### src/rtl/u8u16_pkg.sv
// Package for the UTF-8 to UTF-16 decoder: word types of both channels,
// the result queue depth and the code constants used by the decode logic.
// No dependencies.
`default_nettype none

package u8u16_pkg;

    typedef struct packed {
        logic [7:0] in_byte;
        logic       stream_end;
    } byte_word_t;

    typedef struct packed {
        logic [15:0] code_unit;
        logic        bad_input;
        logic        last_unit;
    } unit_word_t;

    // Result queue holds up to this many units; a pair needs two free slots.
    localparam int unsigned QueueDepth = 4;
    localparam int unsigned QueuePtrW  = $clog2(QueueDepth);
    localparam int unsigned QueueCntW  = $clog2(QueueDepth + 1);

    localparam logic [4:0]  MaxPlane     = 5'h10;
    localparam logic [19:0] SuppBase     = 20'h10000;
    localparam logic [5:0]  HighSurrTag  = 6'b110110;
    localparam logic [5:0]  LowSurrTag   = 6'b110111;
    localparam logic [2:0]  LeadTwo      = 3'b110;
    localparam logic [3:0]  LeadThree    = 4'b1110;
    localparam logic [4:0]  LeadFour     = 5'b11110;
    localparam logic [1:0]  ContTag      = 2'b10;

endpackage

`default_nettype wire

### src/rtl/utf8_to_utf16_decoder.sv
// UTF-8 to UTF-16 decoder top level: input register, decode logic and a
// small result queue. Depends on u8u16_pkg for word types and constants.
//
//  Channel | Signals                              | Word
//  --------+--------------------------------------+---------------------------
//  bytes   | byte_valid, byte_stall, byte_data    | in_byte, stream_end
//  units   | unit_valid, unit_stall, unit_data    | code_unit, bad_input, last
//
// A byte word is taken into the input register and decoded from there; its
// units are written to the result queue register and leave from it. One byte
// word is taken per cycle while byte_stall is low; the single output port of
// the result queue sets the sustained rate; a surrogate pair is two units.
// Reset clears the decode state, the sticky error and the queue.
// byte_stall rises only while the queue lacks room for two units.
`default_nettype none

module utf8_to_utf16_decoder (
    input  wire logic                  clk,
    input  wire logic                  rst_n,
    input  wire logic                  byte_valid,
    output logic                       byte_stall,
    input  wire u8u16_pkg::byte_word_t byte_data,
    output logic                       unit_valid,
    input  wire logic                  unit_stall,
    output u8u16_pkg::unit_word_t      unit_data
);

    localparam int unsigned PtrW = u8u16_pkg::QueuePtrW;
    localparam int unsigned CntW = u8u16_pkg::QueueCntW;

    // Input register.
    logic                  in_valid_reg;
    u8u16_pkg::byte_word_t in_word_reg;

    // Decode state.
    logic [1:0]  bytes_left_reg, bytes_left_next;
    logic [20:0] partial_reg, partial_next;
    logic        error_reg, error_next;
    logic        four_reg, four_next;

    // Result queue.
    u8u16_pkg::unit_word_t queue_reg [u8u16_pkg::QueueDepth];
    logic [PtrW-1:0] wr_ptr_reg, rd_ptr_reg;
    logic [CntW-1:0] count_reg;

    logic                  fire, pop, take;
    logic [1:0]            num_res;
    u8u16_pkg::unit_word_t res0, res1;
    logic                  do_fail;
    logic [20:0]           pc_cat;
    logic [1:0]            bl_dec;
    logic [19:0]           supp;
    logic [7:0]            b;

    assign fire       = in_valid_reg && (count_reg <= CntW'(u8u16_pkg::QueueDepth - 2));
    assign byte_stall = in_valid_reg && !fire;
    assign take       = byte_valid && !byte_stall;
    assign unit_valid = (count_reg != '0);
    assign unit_data  = queue_reg[rd_ptr_reg];
    assign pop        = unit_valid && !unit_stall;

    assign b      = in_word_reg.in_byte;
    assign pc_cat = {partial_reg[14:0], b[5:0]};
    assign bl_dec = bytes_left_reg - 2'd1;
    assign supp   = pc_cat[19:0] - u8u16_pkg::SuppBase;

    always_comb
    begin
        bytes_left_next = bytes_left_reg;
        partial_next    = partial_reg;
        error_next      = error_reg;
        four_next       = four_reg;
        num_res         = 2'd0;
        res0            = '0;
        res1            = '0;
        do_fail         = 1'b0;

        if (in_word_reg.stream_end)
        begin
            do_fail = error_reg || (bytes_left_reg != 2'd0);
        end
        else if (error_reg)
        begin
            do_fail = 1'b1;
        end
        else if (bytes_left_reg == 2'd0)
        begin
            if (!b[7])
            begin
                num_res = 2'd1;
                res0    = '{code_unit: {8'h00, b}, bad_input: 1'b0, last_unit: 1'b1};
            end
            else if (b[7:5] == u8u16_pkg::LeadTwo)
            begin
                partial_next    = {16'h0, b[4:0]};
                bytes_left_next = 2'd1;
                four_next       = 1'b0;
            end
            else if (b[7:4] == u8u16_pkg::LeadThree)
            begin
                partial_next    = {17'h0, b[3:0]};
                bytes_left_next = 2'd2;
                four_next       = 1'b0;
            end
            else if (b[7:3] == u8u16_pkg::LeadFour)
            begin
                partial_next    = {18'h0, b[2:0]};
                bytes_left_next = 2'd3;
                four_next       = 1'b1;
            end
            else
            begin
                do_fail = 1'b1;
            end
        end
        else if (b[7:6] != u8u16_pkg::ContTag)
        begin
            do_fail = 1'b1;
        end
        else if (bl_dec != 2'd0)
        begin
            partial_next    = pc_cat;
            bytes_left_next = bl_dec;
        end
        else if (!four_reg)
        begin
            num_res         = 2'd1;
            res0            = '{code_unit: pc_cat[15:0], bad_input: 1'b0, last_unit: 1'b1};
            partial_next    = '0;
            bytes_left_next = 2'd0;
        end
        else if (pc_cat[20:16] > u8u16_pkg::MaxPlane)
        begin
            do_fail = 1'b1;
        end
        else
        begin
            // Surrogate pair: high half first, marked as not the last unit.
            num_res         = 2'd2;
            res0            = '{code_unit: {u8u16_pkg::HighSurrTag, supp[19:10]},
                                bad_input: 1'b0, last_unit: 1'b0};
            res1            = '{code_unit: {u8u16_pkg::LowSurrTag, supp[9:0]},
                                bad_input: 1'b0, last_unit: 1'b1};
            partial_next    = '0;
            bytes_left_next = 2'd0;
            four_next       = 1'b0;
        end

        if (do_fail)
        begin
            error_next      = 1'b1;
            bytes_left_next = 2'd0;
            partial_next    = '0;
            four_next       = 1'b0;
            num_res         = 2'd1;
            res0            = '{code_unit: 16'h0000, bad_input: 1'b1, last_unit: 1'b1};
        end
    end

    always_ff @(posedge clk or negedge rst_n)
    begin
        if (!rst_n)
        begin
            in_valid_reg   <= 1'b0;
            bytes_left_reg <= '0;
            partial_reg    <= '0;
            error_reg      <= 1'b0;
            four_reg       <= 1'b0;
            wr_ptr_reg     <= '0;
            rd_ptr_reg     <= '0;
            count_reg      <= '0;
        end
        else
        begin
            if (take)
            begin
                in_valid_reg <= 1'b1;
            end
            else if (fire)
            begin
                in_valid_reg <= 1'b0;
            end

            if (fire)
            begin
                bytes_left_reg <= bytes_left_next;
                partial_reg    <= partial_next;
                error_reg      <= error_next;
                four_reg       <= four_next;
                wr_ptr_reg     <= wr_ptr_reg + PtrW'(num_res);
            end

            if (pop)
            begin
                rd_ptr_reg <= rd_ptr_reg + PtrW'(1);
            end

            count_reg <= count_reg + (fire ? CntW'(num_res) : CntW'(0))
                       - (pop ? CntW'(1) : CntW'(0));
        end
    end

    always_ff @(posedge clk)
    begin
        if (take)
        begin
            in_word_reg <= byte_data;
        end
        if (fire && (num_res != 2'd0))
        begin
            queue_reg[wr_ptr_reg] <= res0;
        end
        if (fire && (num_res == 2'd2))
        begin
            queue_reg[wr_ptr_reg + PtrW'(1)] <= res1;
        end
    end

`ifndef SYNTHESIS
    a_count_bound: assert property (@(posedge clk) disable iff (!rst_n)
        count_reg <= CntW'(u8u16_pkg::QueueDepth))
        else $error("result queue count beyond depth");

    a_error_sticky: assert property (@(posedge clk) disable iff (!rst_n)
        error_reg |=> error_reg)
        else $error("sticky error cleared without reset");

    a_error_no_seq: assert property (@(posedge clk) disable iff (!rst_n)
        error_reg |-> (bytes_left_reg == 2'd0) && !four_reg)
        else $error("open sequence while error stands");

    a_bad_is_zero: assert property (@(posedge clk) disable iff (!rst_n)
        (unit_valid && unit_data.bad_input) |-> (unit_data.code_unit == 16'h0000)
            && unit_data.last_unit)
        else $error("error word with nonzero unit");
`endif

endmodule

`default_nettype wire
### config.mk
export PLATFORM = sky130hd
export DESIGN_NAME = utf8_to_utf16_decoder
export DESIGN_NICKNAME = d
export VERILOG_FILES = /design/src/rtl/u8u16_pkg.sv /design/src/rtl/utf8_to_utf16_decoder.sv
export SDC_FILE = /design/constraint.sdc
export NUM_CORES = 1
export LEC_CHECK = 0
export BUFFER_PORTS_ARGS = -buffer_cell sky130_fd_sc_hd__buf_2
export CAP_MARGIN = 20
export CORE_MARGIN = 2
export CORE_UTILIZATION = 30
export CTS_CLUSTER_SIZE = 16
export DETAILED_ROUTE_END_ITERATION = 8
export GPL_ROUTABILITY_DRIVEN = 0
export HOLD_SLACK_MARGIN = 0.15
export PLACE_DENSITY = 0.57
export SYNTH_ARGS = -nofsm -noshare
export SYNTH_HDL_FRONTEND = slang
export SYNTH_SLANG_ARGS = --single-unit
### constraint.sdc
create_clock -name clk -period 2.8 [get_ports clk]
set_clock_uncertainty 0.05 [all_clocks]
set_input_delay 0.14 -clock clk [delete_from_list [all_inputs] [get_ports clk]]
set_output_delay 0.14 -clock clk [all_outputs]
set_load 0.02 [all_outputs]
### After elaboration in Yosys (flattened, before gate mapping)

Memories as Yosys holds them, arrays and structs flattened.
Cells that the tools add are included.

* $lt $le $gt $ge: 2
* reduce and logical (&&, ||, !) cells: 19
* equality and inequality tests: 12
* multiplexer cells: 78
* add/sub/neg operators: 7

Operator list (count)
* $mux W18: 15
* $mux W15: 12
* $mux W2: 21
* $mux W1: 29
* $sub A20 B17 Y20 const B: 1
* $reduce_and A7 Y1: 2
* $mux W9: 1
* $ne A3 B3 Y1 const B: 3
* $reduce_bool A2 Y1: 4
* $logic_and A1 B1 Y1: 6
* $eq A5 B5 Y1 const B: 1
* $gt A5 B5 Y1 const B: 1
* $ne A5 B2 Y1 const B: 1
* $ne A5 B5 Y1 const B: 1
* $add A2 B1 Y2 const B: 2
* $eq A4 B4 Y1 const B: 1
* $ne A2 B1 Y1 const B: 2
* $add A3 B2 Y3: 1
* $eq A3 B3 Y1 const B: 1
* $le A3 B2 Y1 const B: 1
* $logic_not A1 Y1: 3
* $reduce_bool A3 Y1: 1
* $sub A3 B1 Y3: 1
* $add A2 B2 Y2: 1
* 6 further kinds: 6

* memories: 1
* bits in writable memories: 72
* logic and storage cells: 129
* input port bits: 13
* output and inout bits: 20
* register bits after elaboration: 36

Memories
* queue_reg: depth 4, bits a word 18, rd ports 1, clocked after memory_dff 0, wr ports 2, RTL line utf8_to_utf16_decoder.sv:42 `u8u16_pkg::unit_word_t queue_reg [u8u16_pkg::QueueDepth];`

### Longest topological paths before layout

Gate-level depths: netlist of run 1.

* depth in word-level cells: 13
* depth in mapped cells: 15
* depth with buffers taken out: 13

### Worst setup path before layout of run 1

OpenSTA, ideal clock, no wires.

* path kind: reg-to-reg
* from: register bytes_left_reg[0]
* to: register count_reg[2]
* path buffers: 1
* arrival time: 2.590 ns
* required time: 2.627 ns
* period minus slack after synthesis: 2.762 ns
* slack: 0.038 ns
* stages on the path, launching flop included: 15
* library setup time: 0.123 ns
* path through: dfrtp_1 inv_1 ha_1 buf_6 nor3b_4 a32o_1 nand2_1 nor2b_1 inv_1 nand2_1 ha_1 inv_1 ha_1 fa_1 xnor2_1

* cells in the longest elaborated chain, start to end: 11
* elaborated cells on any way between the ends: 19
* classes of those cells: add/sub (3); mux (12); reduce/logical (4)

Ends and longest elaborated chain
* start: declaration: RTL line utf8_to_utf16_decoder.sv:36 `logic [1:0] bytes_left_reg, bytes_left_next;`
* start signal: assignment: RTL line utf8_to_utf16_decoder.sv:186 `bytes_left_reg <= bytes_left_next;`
* $sub A2 B1 Y2: RTL line utf8_to_utf16_decoder.sv:64 `assign bl_dec = bytes_left_reg - 2'd1;`
* $reduce_bool A2 Y1: RTL line utf8_to_utf16_decoder.sv:120 `else if (bl_dec != 2'd0)`
* $mux W2 or $mux W1 (tied branches): RTL line utf8_to_utf16_decoder.sv:120
* $mux W2 or $mux W1 (tied branches): RTL line utf8_to_utf16_decoder.sv:116 `else if (b[7:6] != u8u16_pkg::ContTag)`
* $mux W2 or $mux W1 (tied branches): RTL line utf8_to_utf16_decoder.sv:86 `else if (bytes_left_reg == 2'd0)`
* $mux W2 or $mux W1 (tied branches): RTL line utf8_to_utf16_decoder.sv:82 `else if (error_reg)`
* $mux W2 or $mux W1 (tied branches): RTL line utf8_to_utf16_decoder.sv:78 `if (in_word_reg.stream_end)`
* $mux W2 (*): RTL line utf8_to_utf16_decoder.sv:149 `if (do_fail)`
* $mux W2 (*): RTL line utf8_to_utf16_decoder.sv:198 `count_reg <= count_reg + (fire ? CntW'(num_res) : CntW'(0))`
* $add A3 B2 Y3 (*): RTL line utf8_to_utf16_decoder.sv:198
* $sub A3 B1 Y3 (*): RTL line utf8_to_utf16_decoder.sv:199 `- (pop ? CntW'(1) : CntW'(0));`
* end signal: assignment: RTL line utf8_to_utf16_decoder.sv:198
* end: declaration: RTL line utf8_to_utf16_decoder.sv:44 `logic [CntW-1:0] count_reg;`

Every way passes the cells marked *; elsewhere a longest branch is shown, timed or not.
A chain may end at the register's enable or synchronous reset.

### Worst setup path after layout of run 1

* from: register partial_reg[11]
* to: register count_reg[2]

* cells in the longest elaborated chain, start to end: 12
* elaborated cells on any way between the ends: 19
* classes of those cells: add/sub (2); order compare (1); mux (16)

Ends and longest elaborated chain
* start: declaration: RTL line utf8_to_utf16_decoder.sv:37 `logic [20:0] partial_reg, partial_next;`
* start signal: assignment: RTL line utf8_to_utf16_decoder.sv:187 `partial_reg <= partial_next;`
* $gt A5 B5 Y1 (*): RTL line utf8_to_utf16_decoder.sv:132 `else if (pc_cat[20:16] > u8u16_pkg::MaxPlane)`
* $mux W1 or $mux W2 (tied branches): RTL line utf8_to_utf16_decoder.sv:132
* $mux W1 or $mux W2 (tied branches): RTL line utf8_to_utf16_decoder.sv:125 `else if (!four_reg)`
* $mux W1 or $mux W2 (tied branches): RTL line utf8_to_utf16_decoder.sv:120
* $mux W1 or $mux W2 (tied branches): RTL line utf8_to_utf16_decoder.sv:116
* $mux W1 or $mux W2 (tied branches): RTL line utf8_to_utf16_decoder.sv:86
* $mux W1 or $mux W2 (tied branches): RTL line utf8_to_utf16_decoder.sv:82
* $mux W1 or $mux W2 (tied branches): RTL line utf8_to_utf16_decoder.sv:78
* $mux W2 (*): RTL line utf8_to_utf16_decoder.sv:149
* $mux W2 (*): RTL line utf8_to_utf16_decoder.sv:198
* $add A3 B2 Y3 (*): RTL line utf8_to_utf16_decoder.sv:198
* $sub A3 B1 Y3 (*): RTL line utf8_to_utf16_decoder.sv:199

Marked as above.

==> impl_metrics.csv, run 1 <==
group,metric,value,unit
outcome,status,"complete, no violations",
clock_tree,cts_tree,"done",
synthesis,async_reset_ff_share,25.0,%
drt,via_per_inst,5.31,
global_routing,first_global_vias,3890,
setup_path,worstSetupEndpointType,"flop",
floorplanning,start_util,30.9,%
setup_path,rr_startpoint,"partial_reg[11]",
synthesis,yosysTopAreaCellShare,40.8,%
clock_tree,clock_latency,0.36,ns
floorplanning,rows,48,
timing,relSlewSlack,54.9,%
clock_tree,clock_path_buffers,2,
layout,stdcell_area,6390,um^2
clock_tree,cts-buffers-inserted,9,
layout,diodes,0,
layout,final_common_cell,"edfxtp_1",
global_routing,grt-ovfl-total,0,
layout,finalNonFillerCells,707,
layout,largest_reg_flops,72,
synthesis,yosysWarnings,0,
placed_design,dpl-instance-area,5950,um^2
setup_path,critical_path_class,"reg -> reg",
floorplanning,core,17400,um^2
setup_path,worstSetupStartpointType,"flop",
setup_path,required,2.99,ns
power_and_ir_drop,p_leak,2.31,nW
clock_tree,root_buffer,"clkbuf_16",
setup_path,worstPathMaxFanout,5,
drt,route.met2.wl,6640,um
timing,max_freq,373,MHz
synthesis,yosysTopAreaCell,"edfxtp_1",
synthesis,avgSynthCellArea,13.2,um^2
setup_path,path_cells,"inv_1 > ha_1 > or3b_4 > and2_2 > nor3_4 > nand2_1 > ha_1 > inv_1 > fa_1 > xnor2_1",
timing,fin_crit_sh,95.8,%
global_routing,antenna_found_initial,0,
placed_design,placedCellCount,677,
global_routing,grt_usage,15.2,%
synthesis,syn_area,5380,um^2
drt,wl_per_cell,19.2,um
drt,wl_met3,1050,um
synthesis,synth_ff_type,"edfxtp_1",
floorplanning,die_h,138,um
drt,drc_errors,0,
drt,ant_nets,0,
power_and_ir_drop,power_density,936,nW/um^2
clock_tree,path_clk_slew,0.07,ns
job,maxCapViolations,0,
synthesis,synth_cell_types,60,
synthesis,ys_seq_elements,108,
layout,seq_area,3030,um^2
layout,syn_to_final_growth,18.9,%
power_and_ir_drop,power,5.98,mW
floorplanning,ioPinCount,33,
min_path,min_path_type,"in -> async",
clock_tree,cts_sinks,108,
timing,slew_viol_final,0,
layout,layout_common_cells,"edfxtp_1, nand2_1, a22o_1",
timing,setup_viol,0,
drt,wl_met1,5610,um
timing,rsz0062_at_grt,"no",
floorplanning,die_w,138,um
timing,setup_tns,0,ns
setup_path,crit_path_start,"partial_reg[11]",
setup_path,slowest_stage,"fa_1",
drt,first_pass_iters,5,
drt,dr.max_layer_used,"met4",
layout,drive_gt1_share,25.7,%
timing,hold_ws,0.302,ns
timing,hold_violations,0,
synthesis,synthCells,407,
timing,worst-slew-pin-transition,0.673,ns
drt,drt_iter0_drc,348,
setup_path,max_stage_delay,0.43,ns
drt,routed_wirelength,13600,um
clock_tree,h-tree-depth,3,
drt,dr_total_vias,3756,
placed_design,portBuffers,32,
power_and_ir_drop,ir_worst_vdd,0.403,mV
floorplanning,die_area,19000,um^2
layout,layout.nets,499,
layout,multi_input_area,2210,um^2
layout,fill_cells,1728,
global_routing,grt_pass1_wl,21500,um
timing,final.min_clock_period,2.68,ns
synthesis,ys_seq_area_share,56.3,%
synthesis,synth_edf_count,73,
placed_design,hpwl,9370,um
global_routing,grt_max_degree,28,
synthesis,synth_area_leaders,"edfxtp_1, dfrtp_1, mux4_2",
synthesis,syn_nets,429,
setup_path,crit_arrival,2.88,ns
==> final cells by class <==
class | count | area share (%)
clock buffer | 11 | 3.80
multi-input combinational | 267 | 34.6
clock inverter | 5 | 0.567
inverter | 14 | 0.822
tap | 225 | 4.40
sequential | 108 | 47.3
timing repair buffer | 77 | 8.45
==> final timing paths <==
kind | end | slack, ns | depth (start not counted)
setup / recovery | count_reg[2] | 0.12 | 10
hold / removal | error_reg | 0.30 | 2
min in group clk | queue_reg[1][15] | 0.41 | 2
hold reg to reg | queue_reg[1][15] | 0.41 | 2
max in group asynchronous | partial_reg[11] | 1.97 | 2
setup reg to reg | count_reg[2] | 0.12 | 10
==> power breakdown <==
part / leakage [nW] / internal [mW] / total [mW] / switching [mW]
sequential: 1.09 / 2.09 / 2.36 / 0.271
clock: 0.135 / 0.634 / 1.23 / 0.596
combinational: 1.08 / 0.978 / 2.39 / 1.41
==> Yosys cell counts, types with 2 or more instances <==
cell type	n
edfxtp_1	73
nand2_1	39
a22o_1	36
o21ai_0	34
dfrtp_1	27
mux4_2	18
inv_1	14
nor2_1	13
o22ai_1	13
nand3_1	9
a32o_1	8
dfxtp_1	8
ha_1	8
nor2b_1	7
o31ai_1	7
buf_2	6
nand2b_1	6
xnor2_1	6
clkbuf_1	5
and2_1	4
mux2i_1	4
nor3_1	4
o21ai_4	4
buf_4	3
buf_6	3
nand4_1	3
nor3b_1	3
a211oi_1	2
a21oi_1	2
nand4_2	2
nand4b_1	2
nor2_4	2
nor3_2	2
o22ai_4	2
or2_2	2
or3_1	2
==> per-layer routing <==
metal  track usage (%)  vias up
li1                  -     1736
met1              19.7     1862
met2              25.1      133
met3              3.65       25
met4              5.05        0
met5                 0        -
==> repair_timing <==
action | 4_1_cts | 5_1_grt
endpoints found under the setup margin | 0 | 2
hold buffers | 12 | 0
hold endpoints to repair | 39 | 0
buffers inserted | 0 | 2
resized for setup | 0 | 6
==> logic make-up (layout without fill, tap and decap cells) <==
group                    Yosys count  count (layout)  synth area share, %
flip-flops                       108             108                 56.3
AO/OA/AOI/OAI                    118             118                 17.2
adder cells (fa/ha/maj)            9               9                 2.23
multiplexers                      23              23                 8.49
XOR/XNOR                           8               8                 1.44
AND/OR/NAND/NOR                  109             109                 11.3
buffers and inverters             32             107                 3.03
==> worst max-delay path, delay by kind of cell (launching register included) <==
| family | cells | cell delay, ns |
|---|---|---|
| and+or+nand+nor | 4 | 0.97 |
| adders and majority gates | 3 | 0.87 |
| DFF | 1 | 0.40 |
| buffers and inverters | 2 | 0.14 |
| xor gates and xnor gates | 1 | 0.14 |
==> through the flow <==
stage	setup WS, ns	utilization (%)
2_1_floorplan	0.0376	-
5_1_grt	0.00863	36.7
3_5_place_dp	0.0372	34.2
6_report	0.116	36.7
4_1_cts	0.0281	36.5
3_3_place_gp	0.154	34.2
Note: power is estimated with default switching activity, not from simulation.
==> run 2, diff against run 1 <==
Settings changed: CORE_UTILIZATION 30 to 35, PLACE_DENSITY 0.57 to 0.63.
==> run 2 against run 1 <==
  * First-iteration DRC count fell by 0.57%
  * Non-clock buffer count rose by 2
  * Clock-buffer cell count rose by 1
  * Highest routed layer unchanged
==> impl_metrics.csv, run 2 (synthesis gave the netlist of run 1 again) <==
group,metric,value,unit
drt,drt_iter0_drc,346,
setup_path,worstSetupEndpointType,"flop",
global_routing,antenna_found_initial,0,
drt,wl_per_cell,19.5,um
clock_tree,clock_latency,0.35,ns
timing,slew_viol_final,0,
setup_path,r2r-end,"count_reg[1]",
drt,route.met2.wl,6580,um
placed_design,hpwl,9130,um
layout,syn_to_final_growth,18.1,%
layout,largest_reg_flops,72,
floorplanning,die_h,128,um
clock_tree,root_buffer,"clkbuf_16",
clock_tree,path_clk_slew,0.07,ns
setup_path,max_stage_delay,0.42,ns
layout,layout.nets,501,
job,maxCapViolations,0,
setup_path,required,2.98,ns
layout,final_util,42.1,%
drt,wl_met1,5430,um
drt,via_per_inst,5.64,
setup_path,regToRegSetupSlack,0.09,ns
clock_tree,cts-buffers-inserted,9,
floorplanning,die_w,128,um
global_routing,grt_max_degree,28,
power_and_ir_drop,ir_worst_vdd,0.451,mV
layout,diodes,0,
power_and_ir_drop,power_density,938,nW/um^2
drt,ant_nets,0,
outcome,status,"complete, no violations",
setup_path,path_cells,"inv_1 > ha_1 > or3b_4 > nand2_1 > a31oi_2 > nor2b_1 > inv_1 > nand2_1 > ha_1 > inv_1 > ha_1 > fa_1",
drt,dr.max_layer_used,"met4",
floorplanning,rows,45,
global_routing,grt-ovfl-total,0,
layout,finalNonFillerCells,672,
placed_design,placedCellCount,643,
drt,first_pass_iters,5,
timing,hold_violations,0,
timing,relSlewSlack,56.8,%
setup_path,r2r_cells,12,
timing,fin_crit_sh,96.7,%
floorplanning,start_util,35.6,%
global_routing,grt_pass1_wl,21000,um
layout,final_common_cell,"edfxtp_1",
layout,drive_gt1_share,26.0,%
clock_tree,cts_tree,"done",
setup_path,critical_path_class,"reg -> reg",
setup_path,worstSetupStartpointType,"flop",
timing,setup_viol,0,
floorplanning,core,15100,um^2
drt,routed_wirelength,13100,um
floorplanning,ioPinCount,33,
timing,max_freq,369,MHz
setup_path,slowest_stage,"dfrtp_1",
placed_design,portBuffers,32,
floorplanning,die_area,16400,um^2
setup_path,crit_arrival,2.89,ns
drt,drc_errors,0,
global_routing,grt_usage,17.0,%
drt,wl_met3,807,um
timing,final.min_clock_period,2.71,ns
clock_tree,h-tree-depth,3,
layout,layout_common_cells,"edfxtp_1, nand2_1, a22o_1",
global_routing,first_global_vias,3861,
timing,worst-slew-pin-transition,0.648,ns
min_path,min_path_type,"in -> async",
clock_tree,clock_path_buffers,2,
setup_path,worstPathMaxFanout,5,
power_and_ir_drop,p_leak,2.32,nW
drt,dr_total_vias,3792,
setup_path,rr_startpoint,"partial_reg[10]",
clock_tree,cts_sinks,108,
-- run 2: changes by cell type in the layout (fill, tap and decap cells not counted), sizes merged --
cell / previous run / this run
clkinvlp: 1 / 0
inv: 16 / 14
clkinv: 2 / 4
clkbuf: 11 / 12
buf: 65 / 67
-- run 2: critical path: cells and delay by family, from the launching register on --
kind	cells	cell delay [ns]
DFF	1	0.42
AOI/OAI and AO/OA	1	0.11
adders and majority gates	4	0.96
buffers and inverters	3	0.25
and+or+nand+nor	4	0.78
-- run 2: final cells by class --
cell class              instances  area (um^2)
clock buffers                  12          256
clock inverters                 4         23.8
fillers                      1428         8740
inverters                      14         52.6
multi-input cells             267         2200
flip-flops and latches        108         3030
well taps                     188          235
repair buffers                 79          556
-- run 2: worst max path at each step --
stage,startpoint,to,cells past startpoint
final,partial_reg[10],count_reg[1],12
after global routing,partial_reg[10],count_reg[2],13
after CTS,bytes_left_reg[0],count_reg[2],13
after detailed placement,partial_reg[10],count_reg[2],10
after global placement,partial_reg[10],count_reg[2],10
after floorplan,bytes_left_reg[0],count_reg[2],14
-- run 2: report_power, final --
group	internal [mW]	switching, mW	leakage, nW
registers	2.09	0.251	1.09
clock network	0.649	0.554	0.142
logic	0.995	1.41	1.08
-- run 2: stage by stage --
stage | hold slack (ns) | setup TNS, ns | power, mW | instance area (um^2) | setup slack [ns]
after global placement | 0.140 | 0 | 4.71 | 5930 | 0.139
after detailed placement | 0.161 | -0.00100 | 4.78 | 5930 | -0.00100
after CTS | 0.301 | 0 | 6.00 | 6330 | 0.0698
after global routing | 0.349 | -0.0127 | 6.30 | 6350 | -0.0104
after floorplan | -0.206 | 0 | 3.99 | 5380 | 0.0376
final | 0.288 | 0 | 5.95 | 6350 | 0.0932
-- run 2: repair_timing --
item,in CTS,in global routing
cloned,0,0
endpoints found under the hold margin,39,0
hold buffers,12,0
resized for setup,1,2
setup endpoints to repair,1,2
setup buffers,0,1
-- run 2: routing by layer --
layer,vias up,GRT usage [%]
met5,-,0
met4,0,6.79
met3,24,2.92
met2,134,28.6
met1,1895,21.9
li1,1739,-
